--- src/hw/rtl/power_iteration_eigen_macros.svh ---
// Assertion macros shared by the power iteration eigen RTL.
`ifndef POWER_ITERATION_EIGEN_MACROS_SVH
`define POWER_ITERATION_EIGEN_MACROS_SVH

// Same-cycle implication, sampled on clk, off while rst_n is low.
`define PIE_ASSERT_NOW(lbl, ante, cons) \
    lbl: assert property (@(posedge clk) disable iff (!rst_n) (ante) |-> (cons)) \
        else $error("assertion failed");

// Next-cycle implication, sampled on clk, off while rst_n is low.
`define PIE_ASSERT_NEXT(lbl, ante, cons) \
    lbl: assert property (@(posedge clk) disable iff (!rst_n) (ante) |=> (cons)) \
        else $error("assertion failed");

`endif

--- src/hw/rtl/pie_pkg.sv ---
// Types and constants shared by the power iteration eigen RTL.
package pie_pkg;

    localparam int WORD_BITS = 32;
    localparam int MAX_W     = WORD_BITS + 2;
    localparam int Q_W       = 17;
    localparam int DIV_STEPS = 17;

    localparam logic [1:0] MODE_MAT   = 2'd0;
    localparam logic [1:0] MODE_VEC   = 2'd1;
    localparam logic [1:0] MODE_START = 2'd2;

    localparam logic [1:0] ST_CONVERGED = 2'd0;
    localparam logic [1:0] ST_LIMIT     = 2'd1;
    localparam logic [1:0] ST_ZERO      = 2'd2;

    localparam logic KIND_EIG = 1'b0;
    localparam logic KIND_VEC = 1'b1;

    localparam logic [1:0] REG_SIZE = 2'd0;
    localparam logic [1:0] REG_TOL  = 2'd1;
    localparam logic [1:0] REG_MAXI = 2'd2;

    typedef enum logic [3:0] {
        S_IDLE,
        S_CLR,
        S_PH0,
        S_PH1,
        S_PH2,
        S_SAT,
        S_MAXP,
        S_CHKZ,
        S_DIVS,
        S_DIVR,
        S_DMAX,
        S_DECIDE,
        S_EMIT_EIG,
        S_EMIT_VEC
    } state_t;

    typedef struct packed {
        logic wr_m;
        logic wr_v;
        logic clr;
        logic mul;
        logic acc;
        logic rot;
        logic sat;
        logic maxp;
        logic sel_d;
        logic div_start;
        logic div_step;
        logic commit;
    } ctl_t;

endpackage

--- src/hw/rtl/pie_ram.sv ---
// Generic single-port RAM with registered read.
module pie_ram #(
    parameter int W     = 32,
    parameter int DEPTH = 8
) (
    input  logic                     clk,
    input  logic                     we,
    input  logic [$clog2(DEPTH)-1:0] addr,
    input  logic [W-1:0]             wdata,
    output logic [W-1:0]             rdata
);

    logic [W-1:0] mem [DEPTH];
    logic [W-1:0] rdata_reg;

    always_ff @(posedge clk)
    begin
        if (we)
        begin
            mem[addr] <= wdata;
        end
        rdata_reg <= mem[addr];
    end

    assign rdata = rdata_reg;

endmodule

--- src/hw/rtl/pie_cell.sv ---
// One row cell: matrix row, vector element, accumulator, divider, max chain link.
module pie_cell #(
    parameter int MAX_ORDER = 8,
    parameter int IDX       = 0
) (
    input  logic                                clk,
    input  logic                                rst_n,
    input  pie_pkg::ctl_t                       ctl,
    input  logic                                sel,
    input  logic [$clog2(MAX_ORDER+1)-1:0]      n,
    input  logic [$clog2(MAX_ORDER)-1:0]        wr_col,
    input  logic signed [pie_pkg::WORD_BITS-1:0] wr_value,
    input  logic [pie_pkg::WORD_BITS-1:0]       m,
    input  logic signed [pie_pkg::WORD_BITS-1:0] x_in,
    output logic signed [pie_pkg::WORD_BITS-1:0] x_out,
    input  logic [pie_pkg::MAX_W-1:0]           max_in,
    output logic [pie_pkg::MAX_W-1:0]           max_out
);
    import pie_pkg::*;

    localparam int AW    = $clog2(MAX_ORDER);
    localparam int NW    = $clog2(MAX_ORDER + 1);
    localparam int ACC_W = 2 * WORD_BITS - 16 + $clog2(MAX_ORDER) + 1;

    logic                        act;
    logic [AW-1:0]               col_reg, col_next;
    logic [AW-1:0]               ram_addr;
    logic signed [WORD_BITS-1:0] rdata;
    logic signed [WORD_BITS-1:0] x_reg;
    logic signed [2*WORD_BITS-1:0] prod_reg;
    logic signed [ACC_W-1:0]     acc_reg;
    logic signed [WORD_BITS-1:0] p_reg;
    logic [WORD_BITS:0]          p_neg;
    logic [WORD_BITS-1:0]        pabs;
    logic [WORD_BITS:0]          rem_reg;
    logic [Q_W-1:0]              q_reg;
    logic                        neg_reg;
    logic signed [WORD_BITS-1:0] xnew;
    logic signed [WORD_BITS+1:0] diff;
    logic [MAX_W-1:0]            dabs;
    logic [MAX_W-1:0]            cand;
    logic [MAX_W-1:0]            max_reg;

    assign act      = (NW'(IDX) < n);
    assign ram_addr = ctl.wr_m ? wr_col : col_reg;
    assign col_next = (NW'(col_reg) + NW'(1) == n) ? '0 : col_reg + AW'(1);

    pie_ram #(.W(WORD_BITS), .DEPTH(MAX_ORDER)) u_row (
        .clk   (clk),
        .we    (ctl.wr_m && sel),
        .addr  (ram_addr),
        .wdata (wr_value),
        .rdata (rdata)
    );

    assign p_neg = -{p_reg[WORD_BITS-1], p_reg};
    assign pabs  = p_reg[WORD_BITS-1] ? p_neg[WORD_BITS-1:0] : p_reg;
    assign xnew  = neg_reg ? -$signed({{(WORD_BITS-Q_W){1'b0}}, q_reg})
                           : $signed({{(WORD_BITS-Q_W){1'b0}}, q_reg});
    assign diff  = (WORD_BITS+2)'(xnew) - (WORD_BITS+2)'(x_reg);
    assign dabs  = diff[WORD_BITS+1] ? MAX_W'(-diff) : MAX_W'(diff);
    assign cand  = ctl.sel_d ? dabs : MAX_W'(pabs);

    always_ff @(posedge clk or negedge rst_n)
    begin
        if (!rst_n)
        begin
            col_reg <= '0;
        end
        else if (ctl.clr)
        begin
            col_reg <= AW'(IDX);
        end
        else if (ctl.acc && act)
        begin
            col_reg <= col_next;
        end
    end

    always_ff @(posedge clk)
    begin
        if (ctl.wr_v && sel)
        begin
            x_reg <= wr_value;
        end
        else if (ctl.rot && act)
        begin
            x_reg <= x_in;
        end
        else if (ctl.commit && act)
        begin
            x_reg <= xnew;
        end

        if (ctl.mul)
        begin
            prod_reg <= rdata * x_reg;
        end

        if (ctl.clr)
        begin
            acc_reg <= '0;
        end
        else if (ctl.acc && act)
        begin
            acc_reg <= acc_reg + ACC_W'(prod_reg >>> 16);
        end

        if (ctl.sat)
        begin
            if (acc_reg > $signed(ACC_W'({1'b0, {(WORD_BITS-1){1'b1}}})))
            begin
                p_reg <= {1'b0, {(WORD_BITS-1){1'b1}}};
            end
            else if (acc_reg < $signed({{(ACC_W-WORD_BITS+1){1'b1}}, {(WORD_BITS-1){1'b0}}}))
            begin
                p_reg <= {1'b1, {(WORD_BITS-1){1'b0}}};
            end
            else
            begin
                p_reg <= acc_reg[WORD_BITS-1:0];
            end
        end

        if (ctl.div_start)
        begin
            rem_reg <= {1'b0, pabs};
            q_reg   <= '0;
            neg_reg <= p_reg[WORD_BITS-1];
        end
        else if (ctl.div_step)
        begin
            if (rem_reg >= {1'b0, m})
            begin
                rem_reg <= (rem_reg - {1'b0, m}) << 1;
                q_reg   <= {q_reg[Q_W-2:0], 1'b1};
            end
            else
            begin
                rem_reg <= rem_reg << 1;
                q_reg   <= {q_reg[Q_W-2:0], 1'b0};
            end
        end

        if (ctl.maxp)
        begin
            max_reg <= (act && cand > max_in) ? cand : max_in;
        end
    end

    assign x_out   = x_reg;
    assign max_out = max_reg;

endmodule

--- config.mk ---
export PLATFORM = sky130hd
export DESIGN_NAME = pie_cell
export DESIGN_NICKNAME = d
export VERILOG_FILES = /design/src/hw/rtl/power_iteration_eigen_macros.svh /design/src/hw/rtl/pie_pkg.sv /design/src/hw/rtl/pie_ram.sv /design/src/hw/rtl/pie_cell.sv
export SDC_FILE = /design/constraint.sdc
export NUM_CORES = 2
export LEC_CHECK = 0
export BUFFER_PORTS_ARGS = -buffer_cell sky130_fd_sc_hd__buf_2
export CORE_ASPECT_RATIO = 1.1
export CORE_MARGIN = 2
export CORE_UTILIZATION = 50
export CTS_CLUSTER_DIAMETER = 200
export DETAILED_ROUTE_END_ITERATION = 6
export GPL_TIMING_DRIVEN = 1
export PLACE_DENSITY = 0.75
export SYNTH_ARGS = -nofsm -noshare
export SYNTH_HDL_FRONTEND = slang
export SYNTH_SLANG_ARGS = --single-unit
--- constraint.sdc ---
create_clock -name clk -period 7.5 [get_ports clk]
set_input_delay 0 -clock clk [delete_from_list [all_inputs] [get_ports clk]]
set_output_delay 0 -clock clk [all_outputs]
set_load 0.01 [all_outputs]
Word-level counts from Yosys, hierarchy flattened
Memory sizes are Yosys's and may differ from the RTL's. A register that Yosys moved wholly into a read port is not among the register bits.
Cells that the tools add are included.
{ "totals": {"regBits": 268, "ramBits": 256, "output_inout_bits": 66, "n_memories": 1} }
{ "memory_table": {"columns": ["memory", "depth", "word_bits", "rd", "rd_clocked_by_memory_dff", "wr", "line_no", "text"], "rows": [
  ["u_row.mem", 8, 32, 1, 1, 1, "pie_ram.sv:13", "logic [W-1:0] mem [DEPTH];"]
]} }
{ "classes": {"n_addsub": 8, "mul": 1, "order_cmp": 5, "eq_ne": 1, "mux": 19, "reduce_logical": 9} }
{ "ops": {"columns": ["cell", "count"], "rows": [
  ["2-to-1 mux 32 bit", 8],
  ["2-to-1 mux 34 bit", 3],
  ["multiplier 32 x 32 -> 64 bit", 1],
  ["adder 52 x 48 -> 52 bit", 1],
  ["greater-than comparator 52 x 32 -> 1 bit (second input constant)", 1],
  ["< comparator 52 x 32 -> 1 bit (second input constant)", 1],
  ["greater-than comparator 34 bit", 1],
  ["negation 33 -> 34 bit", 1],
  ["greater-or-equal comparator 33 x 32 -> 1 bit", 1],
  ["2-to-1 mux 33 bit", 1],
  ["subtractor 32 x 32 -> 33 bit", 1],
  ["negation 17 -> 32 bit", 1],
  ["negation 32 bit", 1],
  ["subtractor 32 bit", 1],
  ["2-to-1 mux 3 bit", 4],
  ["logical AND 1 bit", 6],
  ["adder 3 x 1 -> 4 bit (second input constant)", 1],
  ["== test 4 bit", 1],
  ["< comparator 1 x 4 -> 1 bit (first input constant)", 1],
  ["nonzero test 2 bit", 2],
  ["adder 3 x 1 -> 3 bit (second input constant)", 1],
  ["2-to-1 mux 1 bit", 3],
  ["nonzero test 3 bit", 1]
]} }

Depth between registers and ports, before layout
{ "logic_depth": {"word_depth": 9, "depth_mapped": 36, "depth_no_buf": 33} }

By module
From an unflattened synthesis, not the netlist that was laid out.
{ "unflattened": {"cells_unflattened": 6563, "hier_area_um2": 65724.3} }
{ "modules_own_cells": {"columns": ["module", "n_inst", "cells_per_inst", "area_per_inst_um2", "seq_area_each_um2"], "rows": [
  ["pie_cell", 1, 6110, 55224.2, 6851.6],
  ["pie_ram", 1, 453, 10500.1, 8328.0]
]} }

Worst setup path after synthesis
No wires, ideal clock.
{ "synth_path": {"kind": "reg2reg", "start": "register x_reg[6], in the netlist x_out[6]", "end": "register prod_reg[60] (data pin)", "arrival_ns": 7.865, "required_ns": 7.242, "path_slack_ns": -0.622, "path_stages_with_launch": 29, "n_path_buf": 3, "period_less_slack_ns": 8.122, "cell_sequence": "edfxtp_1 -> clkbuf_1 -> clkbuf_1 -> nand2_1 -> fa_1 -> inv_1 -> fa_1 -> fa_1 -> inv_1 -> fa_1 -> inv_1 -> fa_1 -> fa_1 -> fa_1 -> fa_1 -> ha_1 -> clkbuf_1 -> a211oi_1 -> o21ai_0 -> a21oi_1 -> a2111oi_0 -> o21ai_0 -> a21boi_0 -> a221oi_1 -> nor4bb_1 -> nor3_1 -> o21ai_0 -> a21oi_1 -> xnor2_1"} }
{ "synth_between": {"elab_chain_len": 1} }
{ "synth_lines": {"columns": ["item", "line_no", "text"], "rows": [
  ["from (decl)", "pie_cell.sv:29", "logic signed [WORD_BITS-1:0] x_reg;"],
  ["from (signal assigned)", "pie_cell.sv:84", "x_reg <= wr_value;"],
  ["from (signal assigned)", "pie_cell.sv:88", "x_reg <= x_in;"],
  ["from (signal assigned)", "pie_cell.sv:92", "x_reg <= xnew;"],
  ["multiplier 32 x 32 -> 64 bit", "pie_cell.sv:97", "prod_reg <= rdata * x_reg;"],
  ["to (signal assigned)", "pie_cell.sv:97", null],
  ["to (decl)", "pie_cell.sv:30", "logic signed [2*WORD_BITS-1:0] prod_reg;"]
]} }
Every way passes these cells.
A chain may end at the register's enable or synchronous reset.

Worst setup path after layout
{ "layout_path": {"start": "register x_reg[2], in the netlist x_out[2]", "end": "register prod_reg[63] (data pin)"} }
The elaborated chain is that of the path after synthesis.

==> key figures <==
Run status
  • Status: complete, but fails checks
  • Violated checks: setup timing

Floorplan
  • Core area: about 130000 sq um
  • DIE AREA: 133000 sq um
  • Top Ports: 218
  • Height of the chip: 382 um
  • # rows: 138
  • Initial core utilization: 0.504
  • Die width: 347 um

Setup path
  • CP max FO: 5
  • Crit-path max cell delay: approximately 600 ps
  • CP endpoint kind: flip-flop
  • CP dominant cell by count: fa_1
  • WP data required: ~7900 ps
  • Worst EP arrival: 8460 ps
  • Startpoint Class: flip-flop
  • Critical path type: reg2reg
  • CP max stage cell: fa_2

Yosys
  • Multiplexer share of the synthesized area: 0.0101
  • Mapped cell area: 64900 sq um
  • Post-synthesis compound-gate area fraction: 0.0784
  • Post-synth top area cell: fa_1
  • Synth Instances: 6852
  • Area contributors post-synth: fa_1 33%, edfxtp_1 20%, nand2_1 6.9%
  • Asr flop ratio synth: 0.00556
  • Syn_nets: approximately 8400
  • Post-synth EDFFs: 435
  • Syn Area/Cell: 9.47 sq um
  • Top cell type's share of synthesized area: 0.334
  • Most used DFF post-synth: edfxtp_1
  • Yosys warnings: 0
  • FF+latch count, synth: 540
  • Synth Area in XOR/XNOR: 0.0296
  • Sequential share of the synthesized area: 0.234
  • Distinct cells, synth: 84
  • Adder-Cell Fraction of Synth Area: 0.399
  • Main combinational cell family by area after synthesis: adder cells
  • Synth Area in Simple Gates: 0.163

Finish
  • Max reg flops: 256
  • # nets final: 8989
  • Area grow syn2layout: 17.0%
  • Fin cells: 9155
  • Core Util, Final: 0.590
  • Fraction of layout cells with a size suffix above 1: 0.149

Route
  • TritonRoute pass-1 iters: 6
  • DR vias: 50404
  • Antenna Nets Post-Route: 0
  • Routed WL: 179000 um
  • Residual DRC count: 0
  • Initial DRC Count: ~4400
  • Via density: 5.51
  • Routed wire per std cell: 19.6 um

Clocking
  • H-tree depth: 2
  • TritonCTS Buffers: 58
  • CTS root buffer: clkbuf_16
  • Clock Latency Late Sink: 670 ps
  • CTS Buffer Depth: 3
  • CTS sink cnt: 540
  • CTS tree: done
  • Clock-pin slew on the worst setup and hold paths: roughly 70 ps

Timing
  • Final setup margin: -576 ps
  • Final setup fails: 24
  • Slew margin rel.: 0.236
  • Maximum clock rate: ~120 MHz
  • Fin crit period: 8080 ps
  • RSZ-0062 raised after global routing: yes
  • Worst slew pin tran: roughly 1100 ps
  • Max Transition Viols Final: 0
  • Endpoints failing hold: 0
  • Clock Skews: 40.7 ps
  • Period utilization: 1.08

Place
  • Hpwl dp: 142000 um
  • DP Cell Count: roughly 9000
  • GP Congestion: 0.964
  • Port Buf Inserts: around 220

Run
  • Max_cap viols: 0

GRT
  • Global route overflow: 0
  • First-pass GRT wire length: between 200000 and 300000 um
  • GR Util All Layers: 0.271
  • Initial antenna violation count: 4
  • Largest net degree at the start of global routing: 81
  • Vias in the first global route: between 50000 and 60000

Worst hold path
  • Worst Hold Class: in2reg
-- cell usage in the layout (no fill, tap or decap), types with 31 or more instances in the layout --
master	n
o21a_1	65
nor3_1	52
a211oi_1	33
edfxtp_1	435
xnor2_1	147
clkbuf_16	62
dlygate4sd3_1	109
inv_1	1121
fa_1	1042
nand2_1	1180
dfxtp_1	95
buf_4	425
a21o_1	72
buf_12	65
fa_2	42
xor2_1	68
buf_2	218
o21ai_0	153
and2_1	353
nor2_1	276
a21oi_1	254
ha_1	310
nor2b_1	31
nand3_1	198
-- per-stage QoR --
step | TNS, ps | area [sq um] | worst slack [ps] | hold slack (ps)
after global placement | -12710 | 71300 | -703 | -200
final | -6850 | 75900 | -576 | 36.3
after global routing | -13160 | 75900 | -800 | 55.1
after detailed placement | -18210 | 71300 | -832 | -203
after CTS | -5350 | 75100 | -506 | 7.36
after floorplan | -1320 | 64900 | -241 | -296
-- logic make-up after synthesis --
group	count (synthesis)
compound gates	810
flops	540
simple gates	2315
mux	59
fa+ha+maj	1417
buf+inv	1491
other cells	1
xor+xnor	219
-- layer usage --
| layer | track usage | vias up | share of wire |
|---|---|---|---|
| met2 | 0.452 | 2125 | 0.47 |
| met3 | 0.0440 | 384 | 0.083 |
| met1 | 0.358 | 25092 | 0.40 |
| met5 | 0 | - | 0.00017 |
| li1 | - | 22797 | - |
| met4 | 0.102 | 6 | 0.040 |
-- synthesized netlist by cell type (37+ instances only) --
library cell	instances
and2_1	363
ha_1	333
nor3_1	60
fa_1	1084
a21oi_1	275
nand2_1	1192
inv_1	1146
dfxtp_1	102
a211oi_1	37
a21o_1	72
nor2_1	288
clkbuf_1	320
xnor2_1	150
nand3_1	202
xor2_1	69
edfxtp_1	435
o21ai_0	172
o21a_1	67
-- area by class of cell --
type                       count  area [sq um]
inverter                    1149          4320
sequential                   540         15200
clock inverter                33           367
clock buffer                  77          1620
fill                       10398         52700
multi-input combinational   4821         45200
tap                         1680          2100
timing repair buffer         850          7130
antenna                        5          12.5
-- worst paths after layout --
| kind | cells past startpoint | to | slack (ps) | start |
|---|---|---|---|---|
| max | 29 | prod_reg[63] | -580 | x_out[2] |
| min | 7 | col_reg[0] | 40 | n[2] |
| max reg2reg | 29 | prod_reg[63] | -580 | x_out[2] |
| min reg2reg | 2 | acc_reg[9] | 490 | acc_reg[9] |
| max in group asynchronous | 3 | col_reg[1] | 7110 | rst_n |
| min in group asynchronous | 3 | col_reg[0] | 250 | rst_n |
-- timing repair --
| action | in CTS | in global routing |
|---|---|---|
| cloned | 2 | 3 |
| hold endpoints to repair | 418 | 0 |
| endpoints found under the setup margin | 64 | 73 |
| resized for setup | 124 | 148 |
| buffers inserted | 26 | 17 |
| pin swaps | 103 | 66 |
| hold buffers | 109 | 0 |
-- critical path: cells and delay by family (launching register included) --
family                     cells  cell delay (ps)
adders and majority gates      9             4430
AOI/OAI and AO/OA              9             1620
buffers and inverters          7              830
DFF                            1              410
and+or+nand+nor                3              370
xor gates and xnor gates       1              120
Power is not shown: default switching activity piles up to over one toggle a cycle in this logic, so the estimate is an artifact.
